===== config.mk =====
export PLATFORM = sky130hd
export DESIGN_NAME = mvta_ram
export DESIGN_NICKNAME = d
export VERILOG_FILES = /design/src/design/mvta_ram.sv
export SDC_FILE = /design/constraint.sdc
export NUM_CORES = 1
export LEC_CHECK = 0
export ABC_AREA = 1
export BUFFER_PORTS_ARGS = -buffer_cell sky130_fd_sc_hd__buf_4
export CAP_MARGIN = 25
export CORE_UTILIZATION = 43
export DETAILED_ROUTE_END_ITERATION = 8
export PLACE_DENSITY = 0.57
export SLEW_MARGIN = 20
export SYNTH_ARGS = -nofsm -noshare
export SYNTH_HDL_FRONTEND = slang
export SYNTH_SLANG_ARGS = --single-unit

===== constraint.sdc =====
create_clock -name clk -period 1.12 [get_ports clk]
set_input_delay 0 -clock clk [delete_from_list [all_inputs] [get_ports clk]]
set_output_delay 0 -clock clk [all_outputs]
set_load 0.1 [all_outputs]

===== src/design/mvta_ram.sv =====
// ----------------------------------------------------------------------------
// mvta_ram
// Simple dual-port RAM, one write and one registered read port.
// ----------------------------------------------------------------------------
module mvta_ram #(
	parameter int WIDTH = 8,
	parameter int DEPTH = 16,
	localparam int AW = $clog2(DEPTH)
) (
	input  logic             clk,
	input  logic             we,
	input  logic [AW-1:0]    waddr,
	input  logic [WIDTH-1:0] wdata,
	input  logic [AW-1:0]    raddr,
	output logic [WIDTH-1:0] rdata
);

	logic [WIDTH-1:0] mem [DEPTH];

	always_ff @(posedge clk) begin
		if (we)
			mem[waddr] <= wdata;
		rdata <= mem[raddr];
	end

endmodule


# After elaboration in Yosys (flattened, before gate mapping)
# Memory sizes are Yosys's and may differ from the RTL's. A register that Yosys moved wholly into a read port is not among the register bits.
# Cells that the tools add are included.
# W data, S select, Z words.
# totals
ramBits	128
memories	1
output_inout_bits	8
register_bits	0
# classes
muxes	2
# mem_list
memory	depth	width	read_ports	rd_clocked_by_memory_dff	write_ports	line	source
mem	16	8	1	1	1	18	logic [WIDTH-1:0] mem [DEPTH];
# op_table
op	n
$mux W1	2

# Depth between registers and ports, before layout
# Gate-level depths: netlist of run 1.
# depth
depth_word	2
mapped_depth	8
mapped_depth_nobuf	7

# Least setup slack after synthesis of run 1
# Ideal clock, no wire load.
# synth_path
path_type	input port to flip-flop
start	input waddr[2]
end	memory mem[10][0] (enable)
n_path_buf	0
setup_time_ps	370
t_arrival_ps	581
t_required_ps	750
path_stages	2
path_slack_ps	169
path_cell_list	nand3b_1 -> nor2_1
# synth_rtl
item	line	source
start: declaration	12	input logic [AW-1:0] waddr,
end: declaration	18	
# No word-level cell before the write port.

# Worst setup path after layout of run 1
# layout_path
start	register rdata[3], read port of mem
end	output rdata[3]
# layout_rtl
item	line	source
start: declaration	15	output logic [WIDTH-1:0] rdata
# No word-level cell between the ends.

==> reports/summary.txt, run 1 <==
Critical Path, Cell by Cell -> buf_6
HPWL after detailed placement -> 8040 um
Max Cap Viol -> 0
DRT Wirelength -> 12800 um
Worst EP required -> 1.12 ns
post-synthesis mux area share -> 0
hold path depth -> 5
Bufs on Longest Clock Path -> 2
Die Y -> 118 um
Final Cell Area -> 0.00683 sq mm
number of vias per cell -> 4.81
RSZ-0062 raised after global routing -> no
RR Endpoint -> rdata[4]
Ports -> 26
period utilization -> 0.947
worst reg2reg path depth -> 6
critical path buffer and inverter count -> 1
Initial Utilization -> 0.450
Hold Crit Endpoint -> rdata[7]
PwrDens -> 1660 mW/mm^2
placed cell count -> 748
max-slew violations -> 0
worst hold-check path type -> input pin to flop
Antenna Cells -> 0
die area -> 0.0139 sq mm
largest net degree at the start of global routing -> 65
Post-Synth Simple-Gate Area -> 0.210
share of cells above drive strength 1 -> 0.114
final setup vio count -> 0
Finished Layout Cells -> 788
complex-gate fraction of the synthesized area -> 0
Filler cells -> 1172
Crit. End Element -> output pin
CTS sink cnt -> 136
post-synthesis cell area -> 0.00577 sq mm
hold_sp -> raddr[1]
clk slew on worst S/H paths -> 0.05 ns
routability cong. -> 0.885
first-pass GRT wire length -> 20200 um
CTS tree -> done
CORE AREA -> 0.0128 sq mm
worst-case clock skew -> 0.00936 ns
cts bufs inserted -> 17
drt drc -> 0
final hold vios -> 0
crit path max fanout -> 1
cell count after synthesis -> 551
final core occ -> 0.532
relative slew slack -> 0.802
combinational family with the most area after synthesis -> simple AND/OR/NAND/NOR gates
Worst path max stage delay -> 0.40 ns
post-synthesis net count -> 569
placed instance area -> 0.00625 sq mm
TritonRoute pass-1 iters -> 4
Arr. time, crit path -> 1.06 ns
GRT Residual Overflow -> 0
via count of the first global-routing pass -> 3649
leakage -> 0.00296 uW
initial detailed-routing violation count -> 307
gr usage total -> 0.200
initial antenna violation count -> 0
Synth Warn # -> 0
R2R Path Start -> mem[5][4]
Max Clk Rate -> 0.943 GHz
PortBufs -> 25
register bit total from synthesis -> 136
Synth Area in XOR/XNOR -> 0
status -> complete, no violations
post-layout min period -> 1.06 ns
library cells used by synthesis -> 12
clk_lat worst skew -> 0.41 ns
VDD IR-drop max -> 1.19 mV
register area share after synthesis -> 0.694
Post-CTS Setup Repair Bufs -> 0
num rows -> 41
final setup TNS -> 0 ns
H-tree depth -> 4
DIE WIDTH -> 118 um
Area growth syn-to-layout -> 18.4%
Routed WL per cell -> 16.3 um
CP startpoint kind -> flop
critical path's top delay family -> flip-flops
DRT antenna net count -> 0
Synth Area in Adders -> 0
Worst Tran Pin Value -> 0.297 ns
root buf cell -> clkbuf_16
crit path kind -> flop to output pin
syn_area_per_cell -> 10.5 sq um
via count -> 3791
slowest stage cell, crit path -> dfxtp_1
NumNets Final -> 623
R2R Setup Slk -> 0.11 ns
-- routing by layer --
layer / wire length (um) / track usage / share of wire
met5: 0 / 0 / 0
met4: 136 / 0.0689 / 0.011
met3: 563 / 0.0494 / 0.044
met2: 6340 / 0.319 / 0.49
met1: 5780 / 0.266 / 0.45
-- layout make-up --
| cell class | count | area (sq um) | area share |
|---|---|---|---|
| repair buffers | 59 | 534 | 0.0783 |
| multi-input cells | 289 | 1210 | 0.178 |
| well taps | 172 | 215 | 0.0315 |
| flip-flops and latches | 136 | 4000 | 0.587 |
| inverters | 102 | 383 | 0.0561 |
| clock buffers | 21 | 440 | 0.0645 |
| clock inverters | 9 | 36.3 | 0.00532 |
-- through the flow --
stage / power [uW] / setup slack [ns] / hold WS (ns)
6_report: 11300 / 0.0593 / 0.0568
5_1_grt: 11700 / 0.0202 / 0.128
4_1_cts: 11400 / 0.0167 / 0.0421
3_5_place_dp: 6840 / 0.0391 / 0.352
3_3_place_gp: 6830 / 0.0467 / 0.343
2_1_floorplan: 6470 / 0.169 / 0.0989
-- kinds of logic (layout without fill, tap and decap cells) --
| family | count (synthesis) | count (layout) |
|---|---|---|
| and+or+nand+nor | 289 | 289 |
| DFF | 136 | 136 |
| buffers and inverters | 126 | 191 |
-- power by group --
group,switching (uW),internal [uW]
logic,727,292
registers,38.5,5690
clock network,1830,2730
total,2600,8710
-- cells in the final DEF (no fill, tap or decap), drive strengths merged --
master | synthesis | layout
nor2 | 17 | 17
inv | 102 | 102
nand2 | 173 | 173
dlygate4sd3 | 0 | 10
nand3b | 2 | 2
dfxtp | 8 | 8
buf | 24 | 49
clkinv | 0 | 9
edfxtp | 128 | 128
clkbuf | 0 | 21
nand3 | 97 | 97
-- flip-flops by register name (all words and copies together) (netlist names) --
| name | count |
|---|---|
| rdata | 8 |
| mem | 128 |
-- synth_stat cells --
library cell	instances	area (sq um)
buf_2	13	65.1
edfxtp_1	128	3840
inv_2	2	7.51
nand3b_1	2	15.0
buf_4	4	30.0
dfxtp_1	8	160
buf_6	6	67.6
buf_1	1	3.75
nand2_1	173	649
inv_1	100	375
nand3_1	97	485
nor2_1	17	63.8
-- repair_timing --
item,4_1_cts,5_1_grt
endpoints found under the hold margin,136,0
hold buffers,10,0
gates resized for setup,1,0
endpoints found under the setup margin,1,0
-- how the worst max path moves through the flow --
| stage | from | end | depth (start not counted) |
|---|---|---|---|
| 2_1_floorplan | waddr[2] | mem[10][0] | 2 |
| 3_3_place_gp | raddr[0] | rdata[3] | 7 |
| 3_5_place_dp | raddr[0] | rdata[3] | 7 |
| 4_1_cts | rdata[3] | rdata[3] | 1 |
| 5_1_grt | mem[5][4] | rdata[4] | 6 |
| 6_report | rdata[3] | rdata[3] | 1 |
(Power assumes the default switching activity.)
==> run 2: changes to the inputs <==
ABC_AREA = unset   (was 1)
==> reports/summary.txt, run 2 <==
status -> complete, but fails checks
violated checks -> design-rule violations, negative setup slack
final setup vio count -> 8 (+8)
post-layout min period -> 1.25 ns (+0.189 ns)
post-synth top area cell -> edfxtp_1
largest cells by area after synthesis -> edfxtp_1 75%, mux4_2 7.9%, mux4_1 7.1%
clk_lat worst skew -> 0.42 ns (about the same)
NumNets Final -> 323 (-48%)
CTS tree -> done
routability cong. -> 0.795 (-10%)
cts bufs inserted -> 17 (unchanged)
CTS sink cnt -> 136 (unchanged)
ys flop type -> edfxtp_1
Synth top area share -> 0.747 (+0.0802)
max-slew violations -> 0 (unchanged)
CP startpoint kind -> flop
Ports -> 26 (unchanged)
gr usage total -> 0.173 (-0.0269)
syn_area_per_cell -> 22.5 sq um (+110%)
GR Layer Usage met2 -> 0.278 (-0.0420)
Post-synth EDFFs -> 128 (unchanged)
first-pass GRT wire length -> 15200 um (-25%)
VDD IR-drop max -> 0.895 mV (-25%)
slowest stage cell, crit path -> mux4_2
commonest non-fill, non-tap cell in the layout -> edfxtp_1
register area share after synthesis -> 0.778 (+0.0835)
Worst path max stage delay -> 0.48 ns (+0.08 ns)
number of flip-flops in the largest register -> 128 (unchanged)
top-count cell post-synth -> edfxtp_1
crit path max fanout -> 1 (unchanged)
initial detailed-routing violation count -> 157 (-49%)
Max Clk Rate -> 0.800 GHz (-15%)
DRT Wirelength -> 9650 um (-25%)
cell count after synthesis -> 229 (-58%)
critical path buffer and inverter count -> 0 (-1)
drt drc -> 4 (+4)
HPWL after detailed placement -> 6560 um (-18%)
RSZ-0062 raised after global routing -> yes
critical path's top delay family -> multiplexers
largest net degree at the start of global routing -> 18 (-72%)
dpl ws -> -0.233 ns (-0.272 ns)
M1 GR Usage -> 0.228 (-0.0378)
DRT antenna net count -> 0 (unchanged)
GR peak layer -> met2
library cells used by synthesis -> 19 (+7)
final core occ -> 0.561 (+0.0288)
Initial Utilization -> 0.445 (-0.00456)
Max Cap Viol -> 0 (unchanged)
crit path kind -> flop to flop
worst hold-check path type -> input pin to flop
post-synthesis net count -> 247 (-57%)
via count -> 2439 (-36%)
Worst EP required -> 1.42 ns (+0.30 ns)
relative slew slack -> 0.457 (-0.345)
TritonRoute pass-1 iters -> 6 (+2)
Crit. End Element -> flop
async set-reset flop share out of synthesis -> 0 (unchanged)
most frequent cells in the layout -> 128 x edfxtp_1, 53 x buf_4, 32 x mux4_2
number of vias per cell -> 5.29 (+10%)
DIE WIDTH -> 111 um (-5.4%)
leading registers by flop count -> mem: 128 flops, rdata: 8 flops
Arr. time, crit path -> 1.55 ns (+0.49 ns)
GRT Residual Overflow -> 0 (unchanged)
PwrDens -> 1920 mW/mm^2 (+16%)
Bufs on Longest Clock Path -> 2 (unchanged)
final hold vios -> 0 (unchanged)
Antenna Cells -> 0 (unchanged)
synth cell count leaders -> 128 x edfxtp_1, 18 x mux4_2, 16 x a22oi_1
H-tree depth -> 4 (unchanged)
Synth Warn # -> 0 (unchanged)
CORE AREA -> 0.0116 sq mm (-9.8%)
Die Y -> 111 um (-5.4%)
via count of the first global-routing pass -> 2616 (-28%)
Worst Tran Pin Value -> 0.813 ns (+0.516 ns)
PortBufs -> 25 (unchanged)
share of cells above drive strength 1 -> 0.437 (+0.323)
die area -> 0.0124 sq mm (-11%)
Routed WL per cell -> 20.9 um (+29%)
Area growth syn-to-layout -> 26.1%
leakage -> 0.00220 uW (-26%)
clk slew on worst S/H paths -> 0.06 ns (about the same)
GR Util met3 -> 0.0430 (-0.00641)
root buf cell -> clkbuf_16
initial antenna violation count -> 0 (unchanged)
Critical Path, Cell by Cell -> mux4_2 > a22oi_2 > nand2_1
num rows -> 39 (-4.9%)
register bit total from synthesis -> 136 (unchanged)
worst setup margin -> -0.130 ns (-0.189 ns)
worst-case clock skew -> 0.0139 ns (+0.00451 ns)
period utilization -> 1.12 (+0.169)
Biggest register -> mem
post-synthesis cell area -> 0.00515 sq mm (-11%)
-- run 2: kinds of logic (layout without fill, tap and decap cells) --
family | count (synthesis) | count (layout) | share of synthesized area
AO/OA/AOI/OAI | 16 | 16 | 0.0233
multiplexers | 32 | 32 | 0.150
AND/OR/NAND/NOR | 35 | 35 | 0.0318
buffers and inverters | 10 | 99 | 0.0168
flip-flops | 136 | 136 | 0.778
-- run 2: final timing paths --
| check | startpoint | endpoint | slack (ns) | cells after the start |
|---|---|---|---|---|
| max | mem[3][1] | rdata[1] | -0.13 | 3 |
| min | waddr[1] | mem[0][1] | 0.09 | 3 |
| max reg2reg | mem[3][1] | rdata[1] | -0.13 | 3 |
| min reg2reg | mem[13][7] | rdata[7] | 0.68 | 3 |
-- run 2: layout make-up --
| cell class | count | area [sq um] |
|---|---|---|
| fillers | 856 | 5080 |
| flip-flops and latches | 136 | 4000 |
| multi-input cells | 83 | 1080 |
| repair buffers | 67 | 589 |
| clock buffers | 18 | 439 |
| clock inverters | 14 | 196 |
| well taps | 143 | 179 |
-- run 2: power by group --
group | switching (uW) | total (uW) | leakage, uW | internal [uW]
clock | 2060 | 5860 | 0.000303 | 3800
combinational | 567 | 906 | 0.000676 | 340
sequential | 34.3 | 5720 | 0.00122 | 5690
-- run 2: repair_timing --
| action | in CTS | in global routing |
|---|---|---|
| pin swaps | 2 | 1 |
| hold buffers | 8 | 0 |
| gates resized for setup | 5 | 5 |
| endpoints found under the hold margin | 128 | 0 |
| setup buffers | 0 | 0 |
| setup endpoints to repair | 8 | 9 |
-- run 2: worst register-to-register path: stages (launching register included) --
cell and delay (ns):
edfxtp_1 0.37, mux4_2 0.48, a22oi_2 0.20, nand2_1 0.08
-- run 2: layer usage --
layer | vias up | wire length (um)
li1 | 1118 | -
met1 | 1251 | 4320
met2 | 57 | 4770
met3 | 13 | 406
met4 | 0 | 148
met5 | - | 0
-- run 2: through the flow --
step | hold slack (ns) | setup TNS [ns] | power (uW) | instances | area, sq um
after floorplan | 0.0989 | -0.0549 | 6370 | 229 | 5130
after global placement | 0.309 | -5.59 | 6690 | 421 | 5720
after detailed placement | 0.318 | -5.58 | 6700 | 421 | 5720
after CTS | 0.0726 | -1.06 | 12600 | 461 | 6460
after global routing | 0.0881 | -1.30 | 12900 | 461 | 6490
final | 0.0906 | -0.860 | 12500 | 461 | 6490
