[config.mk]
export PLATFORM = sky130hd
export DESIGN_NAME = mvta_norm
export DESIGN_NICKNAME = d
export VERILOG_FILES = /design/src/design/mvta_pkg.sv /design/src/design/mvta_norm.sv
export SDC_FILE = /design/constraint.sdc
export NUM_CORES = 2
export LEC_CHECK = 0
export ABC_CLOCK_PERIOD_IN_PS = 11200
export BUFFER_PORTS_ARGS = -buffer_cell sky130_fd_sc_hd__buf_2
export CORE_UTILIZATION = 54
export DETAILED_ROUTE_END_ITERATION = 7
export PLACE_DENSITY_LB_ADDON = 0.12
export SYNTH_ARGS = -nofsm -noshare
export SYNTH_HDL_FRONTEND = slang
export SYNTH_SLANG_ARGS = --single-unit
[constraint.sdc]
create_clock -name clk -period 11.2 [get_ports clk]
set_input_delay 1.68 -clock clk [delete_from_list [all_inputs] [get_ports clk]]
set_output_delay 1.68 -clock clk [all_outputs]
set_load 0.02 [all_outputs]
[src/design/mvta_pkg.sv]
// ----------------------------------------------------------------------------
// mvta_pkg
// Shared constants, types and helpers of the mesh vertex tangent accumulator.
// ----------------------------------------------------------------------------
package mvta_pkg;

	localparam int MAX_VERTICES = 1024;
	localparam int VADDR_W      = $clog2(MAX_VERTICES);

	localparam int IDX_W    = 10;
	localparam int CRD_W    = 32;
	localparam int VTX_W    = 5 * CRD_W;
	localparam int ACC_W    = 24;
	localparam int SUM_W    = 3 * ACC_W;
	localparam int TAN_W    = 16;
	localparam int MAG_W    = 65;
	localparam int PRD_W    = 67;
	localparam int M_W      = 30;
	localparam int S_DATA_W = 192;
	localparam int M_DATA_W = 48;

	localparam logic [1:0] ACT_LOAD  = 2'd0;
	localparam logic [1:0] ACT_TRI   = 2'd1;
	localparam logic [1:0] ACT_READ  = 2'd2;
	localparam logic [1:0] ACT_CLEAR = 2'd3;

	localparam logic signed [ACC_W-1:0] ACC_MAX = 24'sh7FFFFF;
	localparam logic signed [ACC_W-1:0] ACC_MIN = 24'sh800000;

	typedef struct packed {
		logic       start;
		logic [2:0] neg;
	} norm_ctl_t;

	typedef struct packed {
		logic done;
		logic zero;
	} norm_sts_t;

	function automatic logic idx_ok(input logic [IDX_W-1:0] i);
		return int'(i) < MAX_VERTICES;
	endfunction

	// {clipped, new sum}
	function automatic logic [ACC_W:0] sat_add(input logic signed [ACC_W-1:0] s,
			input logic signed [TAN_W-1:0] q);
		logic signed [ACC_W:0] t;
		t = (ACC_W+1)'(s) + (ACC_W+1)'(q);
		if (t > (ACC_W+1)'(ACC_MAX))
			return {1'b1, ACC_MAX};
		else if (t < (ACC_W+1)'(ACC_MIN))
			return {1'b1, ACC_MIN};
		else
			return {1'b0, t[ACC_W-1:0]};
	endfunction

endpackage

[src/design/mvta_norm.sv]
// ----------------------------------------------------------------------------
// mvta_norm
// Scales a sign/magnitude 3-vector to unit length in Q1.14: shift search,
// sum of squares, bit-serial square root and bit-serial division.
// ----------------------------------------------------------------------------
module mvta_norm (
	input  logic                              clk,
	input  logic                              arst_n,
	input  mvta_pkg::norm_ctl_t               ctl,
	input  logic [mvta_pkg::MAG_W-1:0]        mag_x,
	input  logic [mvta_pkg::MAG_W-1:0]        mag_y,
	input  logic [mvta_pkg::MAG_W-1:0]        mag_z,
	output mvta_pkg::norm_sts_t               sts,
	output logic signed [mvta_pkg::TAN_W-1:0] q_x,
	output logic signed [mvta_pkg::TAN_W-1:0] q_y,
	output logic signed [mvta_pkg::TAN_W-1:0] q_z
);
	import mvta_pkg::*;

	localparam logic [2:0] N_IDLE  = 3'd0;
	localparam logic [2:0] N_SHIFT = 3'd1;
	localparam logic [2:0] N_SQ    = 3'd2;
	localparam logic [2:0] N_SQRT  = 3'd3;
	localparam logic [2:0] N_DLD   = 3'd4;
	localparam logic [2:0] N_DIV   = 3'd5;

	logic [2:0]              state_q;
	logic [4:0]              cnt_q;
	logic [1:0]              comp_q;
	logic                    done_q;
	logic                    zero_q;
	logic [MAG_W-1:0]        w_q [3];
	logic [2:0]              neg_q;
	logic [2*M_W-1:0]        sq_q;
	logic [2*M_W+1:0]        sum_q;
	logic [32:0]             srem_q;
	logic [31:0]             root_q;
	logic [31:0]             drem_q;
	logic [14:0]             nbits_q;
	logic [14:0]             quo_q;
	logic signed [TAN_W-1:0] q_q [3];

	logic [MAG_W-1:0]   orv;
	logic [M_W-1:0]     mm;
	logic [M_W-1:0]     md;
	logic [32:0]        r2;
	logic [32:0]        trial;
	logic [44:0]        num;
	logic [32:0]        dr;
	logic               qbit;
	logic [14:0]        quo_n;
	logic signed [TAN_W-1:0] qs;

	always_comb begin
		orv = w_q[0] | w_q[1] | w_q[2];
		case (cnt_q[1:0])
			2'd0:    mm = w_q[0][MAG_W-1 -: M_W];
			2'd1:    mm = w_q[1][MAG_W-1 -: M_W];
			default: mm = w_q[2][MAG_W-1 -: M_W];
		endcase
		case (comp_q)
			2'd0:    md = w_q[0][MAG_W-1 -: M_W];
			2'd1:    md = w_q[1][MAG_W-1 -: M_W];
			default: md = w_q[2][MAG_W-1 -: M_W];
		endcase
		r2    = {srem_q[30:0], sum_q[2*M_W+1 -: 2]};
		trial = {root_q[30:0], 2'b01};
		num   = {1'b0, md, 14'd0} + 45'(root_q >> 1);
		dr    = {drem_q, nbits_q[14]};
		qbit  = dr >= {1'b0, root_q};
		quo_n = {quo_q[13:0], qbit};
		qs    = neg_q[comp_q] ? -$signed({1'b0, quo_n}) : $signed({1'b0, quo_n});
	end

	always_ff @(posedge clk or negedge arst_n) begin
		if (!arst_n) begin
			state_q <= N_IDLE;
			cnt_q   <= '0;
			comp_q  <= '0;
			done_q  <= 1'b0;
			zero_q  <= 1'b0;
		end else begin
			done_q <= 1'b0;
			case (state_q)
				N_IDLE: begin
					if (ctl.start) begin
						state_q <= N_SHIFT;
						cnt_q   <= '0;
					end
				end
				N_SHIFT: begin
					if (orv == '0) begin
						zero_q  <= 1'b1;
						done_q  <= 1'b1;
						state_q <= N_IDLE;
					end else if (orv[MAG_W-1]) begin
						state_q <= N_SQ;
					end
				end
				N_SQ: begin
					if (cnt_q == 5'd3) begin
						cnt_q   <= '0;
						state_q <= N_SQRT;
					end else begin
						cnt_q <= cnt_q + 5'd1;
					end
				end
				N_SQRT: begin
					cnt_q <= cnt_q + 5'd1;
					if (cnt_q == 5'd30) begin
						comp_q  <= '0;
						state_q <= N_DLD;
					end
				end
				N_DLD: begin
					cnt_q   <= '0;
					state_q <= N_DIV;
				end
				N_DIV: begin
					cnt_q <= cnt_q + 5'd1;
					if (cnt_q == 5'd14) begin
						if (comp_q == 2'd2) begin
							zero_q  <= 1'b0;
							done_q  <= 1'b1;
							state_q <= N_IDLE;
						end else begin
							comp_q  <= comp_q + 2'd1;
							state_q <= N_DLD;
						end
					end
				end
				default: state_q <= N_IDLE;
			endcase
		end
	end

	always_ff @(posedge clk) begin
		case (state_q)
			N_IDLE: begin
				if (ctl.start) begin
					w_q[0] <= mag_x;
					w_q[1] <= mag_y;
					w_q[2] <= mag_z;
					neg_q  <= ctl.neg;
					sum_q  <= '0;
				end
			end
			N_SHIFT: begin
				if (orv == '0) begin
					q_q[0] <= '0;
					q_q[1] <= '0;
					q_q[2] <= '0;
				end else if (!orv[MAG_W-1]) begin
					if (orv[MAG_W-1 -: 8] == '0) begin
						for (int i = 0; i < 3; i++)
							w_q[i] <= w_q[i] << 8;
					end else begin
						for (int i = 0; i < 3; i++)
							w_q[i] <= w_q[i] << 1;
					end
				end
			end
			N_SQ: begin
				if (cnt_q != 5'd3)
					sq_q <= mm * mm;
				if (cnt_q != 5'd0)
					sum_q <= sum_q + {2'b00, sq_q};
				srem_q <= '0;
				root_q <= '0;
			end
			N_SQRT: begin
				sum_q <= sum_q << 2;
				if (r2 >= trial) begin
					srem_q <= r2 - trial;
					root_q <= {root_q[30:0], 1'b1};
				end else begin
					srem_q <= r2;
					root_q <= {root_q[30:0], 1'b0};
				end
			end
			N_DLD: begin
				drem_q  <= 32'(num[44:15]);
				nbits_q <= num[14:0];
				quo_q   <= '0;
			end
			N_DIV: begin
				drem_q  <= qbit ? 32'(dr - {1'b0, root_q}) : dr[31:0];
				nbits_q <= nbits_q << 1;
				quo_q   <= quo_n;
				if (cnt_q == 5'd14)
					q_q[comp_q] <= qs;
			end
			default: ;
		endcase
	end

	assign sts.done = done_q;
	assign sts.zero = zero_q;
	assign q_x = q_q[0];
	assign q_y = q_q[1];
	assign q_z = q_q[2];

endmodule

# == Yosys cells after proc, flatten, opt, wreduce, memory -nomap -nowiden ==
# Memory sizes are Yosys's and may differ from the RTL's.
# Index checks and enable logic that the tools add are counted.
# classes
addsub,7
multipliers,1
div_mod_pow,0
n_lt_le_gt_ge,3
eq_ne,21
shifts,0
muxes,66
bitwise_logic,8
n_reduce_logical,21
# op_table
operator,n
two-way mux 65 bit,6
one-hot mux 62 bit (3 select lines),1
bitwise OR 65 bit,2
one-hot mux 32 bit (2 select lines),2
two-way mux 62 bit,2
one-hot mux 30 bit (2 select lines),2
logical NOT 65 bit,1
adder 62 x 60 -> 62 bit,1
one-hot mux 31 bit (2 select lines),1
multiplier 30 x 30 -> 60 bit,1
adder 44 x 31 -> 45 bit,1
>= comparator 33 x 32 -> 1 bit,1
>= comparator 33 bit,1
two-way mux 16 bit,2
two-way mux 32 bit,1
subtractor 32 bit,1
two-way mux 31 bit,1
subtractor 31 bit,1
one-hot mux 15 bit (2 select lines),1
one-hot mux 14 bit (2 select lines),1
two-way mux 1 bit,27
two-way mux 3 bit,7
one-hot mux 5 bit (4 select lines),1
one-hot mux 3 bit (6 select lines),1
34 further kinds,61
# totals
reg_bits,261
latchBits,0
ram_bits,243
mem_bits_ro,0
inputBits,201
out_inout_bits,50
wordCells,142
memories,2
# mem_list
name,depth,word_bits,read_ports,rd_ports_with_merged_regs,wr,line_no,rtl
w_q,3,65,3,0,3,mvta_norm.sv:32,logic [MAG_W-1:0] w_q [3];
q_q,3,16,3,0,3,mvta_norm.sv:41,logic signed [TAN_W-1:0] q_q [3];

# == Logic depth before layout (Yosys ltp) ==
# An unclocked memory read counts as a cell.
# depth
depth_word,11
depth_mapped,38
ltp_nobuf,35

# == Least setup slack after synthesis ==
# Ideal clock, no wire load.
# synth_path
path_type,register to register
start,reg cnt_q[1]
end,"reg sq_q[57], data pin"
setup_ns,0.137
arrival_time_ns,9.059
required_ns,11.063
setup_slack_ns,2.004
path_stages_with_launch,37
n_path_buf,4
synth_period_minus_slack_ns,9.196
path_cell_list,dfrtp_1 inv_1 ha_1 clkbuf_1 clkbuf_1 a22o_1 a21o_1 clkbuf_1 inv_1 clkbuf_1 nor2_1 fa_1 fa_1 fa_1 inv_1 fa_1 inv_1 fa_1 inv_1 fa_1 inv_1 fa_1 inv_1 fa_1 inv_1 ha_1 a21o_1 a31oi_1 o2bb2ai_1 nor4b_2 a21o_1 nand3_1 o311a_1 a41oi_1 o21ai_1 or4_1 nand4_1
# synth_between
elab_chain_len,3
elab_cells_between_ends,4
cone_classes,mul: 1; eq/ne: 1; mux: 1; reduce/logical: 1
# synth_rtl
element,line_no,rtl
"start, declared",mvta_norm.sv:28,logic [4:0] cnt_q;
"start signal, assigned",mvta_norm.sv:105,cnt_q <= cnt_q + 5'd1;
"start signal, assigned",mvta_norm.sv:109,cnt_q <= cnt_q + 5'd1;
"start signal, assigned",mvta_norm.sv:120,cnt_q <= cnt_q + 5'd1;
equality test 2 x 1 -> 1 bit / logical NOT 2 bit (equally long branches),mvta_norm.sv:56,case (cnt_q[1:0])
one-hot mux 30 bit (2 select lines) *,mvta_norm.sv:56,
multiplier 30 x 30 -> 60 bit *,mvta_norm.sv:165,sq_q <= mm * mm;
"end signal, assigned",mvta_norm.sv:165,
"end, declared",mvta_norm.sv:34,logic [2*M_W-1:0] sq_q;
# Every way passes the cells marked *; elsewhere a longest branch is shown, timed or not.
# A chain may end at the register's enable or synchronous reset.

# == Worst setup path after layout ==
# layout_path
start,reg cnt_q[0]
end,"reg sq_q[57], data pin"
# The elaborated chain is that of the path after synthesis.

==> results by group <==
Route
  • DR vias/cell: 5.89
  • DRC viols: 0
  • Drt first pass iters: 6
  • Via count: 44300
  • Routed length per instance: 22.4 um
  • DRT antenna net count: 0
  • DRT iter0 DRCs: 4176
  • WL final: between 150000 and 200000 um

Clock network
  • H-tree Lvls: 2
  • CTS resizes: 0
  • CTS Root Cell: clkbuf_16
  • CTS tree: built
  • Worst-path clk slew: 0.07 ns
  • Post-CTS setup buffer count: 0
  • Worst-case clock buffer depth: 3
  • Total CTS buffers: 58
  • CTS sink count: between 500 and 600
  • CTS Hold Buffers Added: 0
  • Insertion delay to the later sink of the worst-skew pair: 0.70 ns

Timing
  • Worst slew margin: between 15 and 20%
  • RSZ-0062 raised after global routing: no
  • Hold Vio Cnt, Final: 0
  • Highest Clock Rate: around 95 MHz
  • Worst Max-Slew Pin Slew: 1.27 ns
  • Min Tclk post-route: 10.53 ns
  • Clk_skew: 0.0848 ns
  • Setup TNS: 0 ns
  • Final setup violation count: 0
  • Period utilisation layout: 94.0%
  • Slew Limit Fails: 0

Floorplanning
  • Starting Density: roughly 55%
  • Die Span Y: 324 um
  • Rows: around 120
  • Core Box Area: 0.102 mm2
  • Die ar.: 0.105 mm2
  • Chip width: 324 um
  • IO Pins: between 200 and 300

Worst setup path
  • Crit Path Class: flip-flop to flip-flop
  • Worst path slowest cell: inv_1
  • Crit path max-delay family: adder cells
  • CP peak stage delay: 0.75 ns
  • WP buf/inv: 5
  • Worst Path Arrival: 11.01 ns
  • Critical Path RT: 11.69 ns
  • Worst-path maximum fanout: 30
  • Worst Setup Start Kind: flip-flop
  • Crit path depth: 29
  • R2R depth: 29
  • Crit-path most repeated cell: fa_1
  • Worst Setup End Kind: flip-flop

Final layout
  • Share of cells above drive strength 1: under 10%
  • Final-stage net count: 7385
  • Area Overhead vs Synth: 8.09%
  • Most frequent cells in the layout: inv_1, nand2_1, fa_1
  • Commonest non-fill, non-tap cell in the layout: inv_1

Logic synthesis
  • Synth area leaders: edfxtp_1, fa_1, ha_1
  • Area share of the largest cell type after synthesis: a little over a quarter
  • Synth Warn #: 0
  • Area leader, netlist: edfxtp_1
  • Register area share after synthesis: 26.8%
  • Synthesis-stage register bit count: 503
  • Avg Cell Area, Syn: 9.41 um2
  • Synth Cell Area: 0.0561 mm2
  • Post-synth EDFFs: 491
  • Library cells used by synthesis: 84
  • Ys flop type: edfxtp_1
  • Post-synth net total: 7261
  • Syn Inst Count: 5960
  • Ys async rst share: 2.39%

Global route
  • First-pass GRT wire length: 260000 um
  • GRT Util Overall: 32.1%
  • Largest net degree at the start of global routing: 260
  • Number of global-route vias before repair: 44200
  • Initial antenna violation count: 10
  • Grt ovf: 0

Min path
  • Worst hold stages: 1
  • HP Class: flip-flop to flip-flop

Run
  • Maxcap violations: 0

Run status
  • Status: finished, final reports clean

Placed design
  • IO buf count: 250
  • Final GP Congestion: 0.975
  • Hpwl dp: 129000 um
[cells by family after synthesis]
kind of cell,synth area share [%]
compound gates,13.2
xor+xnor,3.20
fa+ha+maj,33.9
buf+inv,8.68
flops,26.8
mux,1.08
simple gates,13.2
[registers in the layout, indices dropped and copies added, names as in the netlist, 15 cells and up]
name     count
w_q        195
sum_q       62
sq_q        59
q_q         48
drem_q      32
root_q      32
srem_q      31
nbits_q     15
[cells in the mapped netlist, drive strengths merged, types with 9 or more instances]
master	n
nand2b	25
a221oi	11
dfrtp	12
and3	44
o21bai	33
o211ai	12
a31oi	27
o21ai	191
and2	16
o31ai	14
or3	12
a21o	142
and4	9
mux2i	57
a21oi	275
nand2	706
o21a	18
nor2	671
a21boi	14
a211oi	30
or4	9
xor2	84
xnor2	121
edfxtp	491
fa	697
nor2b	23
a22o	42
a41oi	9
nor4	54
clkbuf	217
a221o	153
nand4	42
a31o	9
or2	11
ha	403
buf	43
inv	1021
a22oi	27
nor3	49
nand3	57
[metrics by stage]
step	setup WS (ns)	hold WS [ns]	util [%]	cells	cell area, um2
3_3_place_gp	0.970	0.506	57.4	7392	58800
3_5_place_dp	0.890	0.492	57.4	7392	58800
6_report	0.672	0.506	59.3	7510	60600
2_1_floorplan	2.00	0.465	-	5960	56100
5_1_grt	0.237	0.509	59.3	7507	60600
4_1_cts	0.811	0.505	59.2	7502	60600
[layout make-up]
cell class | count | area (um2)
sequential | 503 | 15000
antenna | 8 | 20.0
tap | 1368 | 1710
inverter | 1027 | 3850
timing repair buffer | 324 | 1820
clock inverter | 44 | 373
clock buffer | 66 | 1480
multi-input combinational | 4170 | 36300
fill | 8944 | 41700
[path summary, 6_finish.rpt]
check,from,endpoint,slack [ns]
worst max register to register,cnt_q[0],sq_q[57],0.67
max in group asynchronous,arst_n,state_q[0],9.99
worst min register to register,zero_q,zero_q,0.51
worst min-delay path,zero_q,zero_q,0.51
min in group asynchronous,arst_n,cnt_q[3],0.92
worst max-delay path,cnt_q[0],sq_q[57],0.67
[layer usage]
layer	vias up	share of wire, %	global-route usage (%)	routed length [um]
li1	20100	-	-	-
met1	21800	42	44.3	70400
met2	1898	44	49.4	74600
met3	427	8.9	6.03	15000
met4	6	5.1	14.1	8540
met5	-	0.024	0.136	41
Power is not shown: default switching activity piles up to over one toggle a cycle in this logic, so the estimate is an artifact.
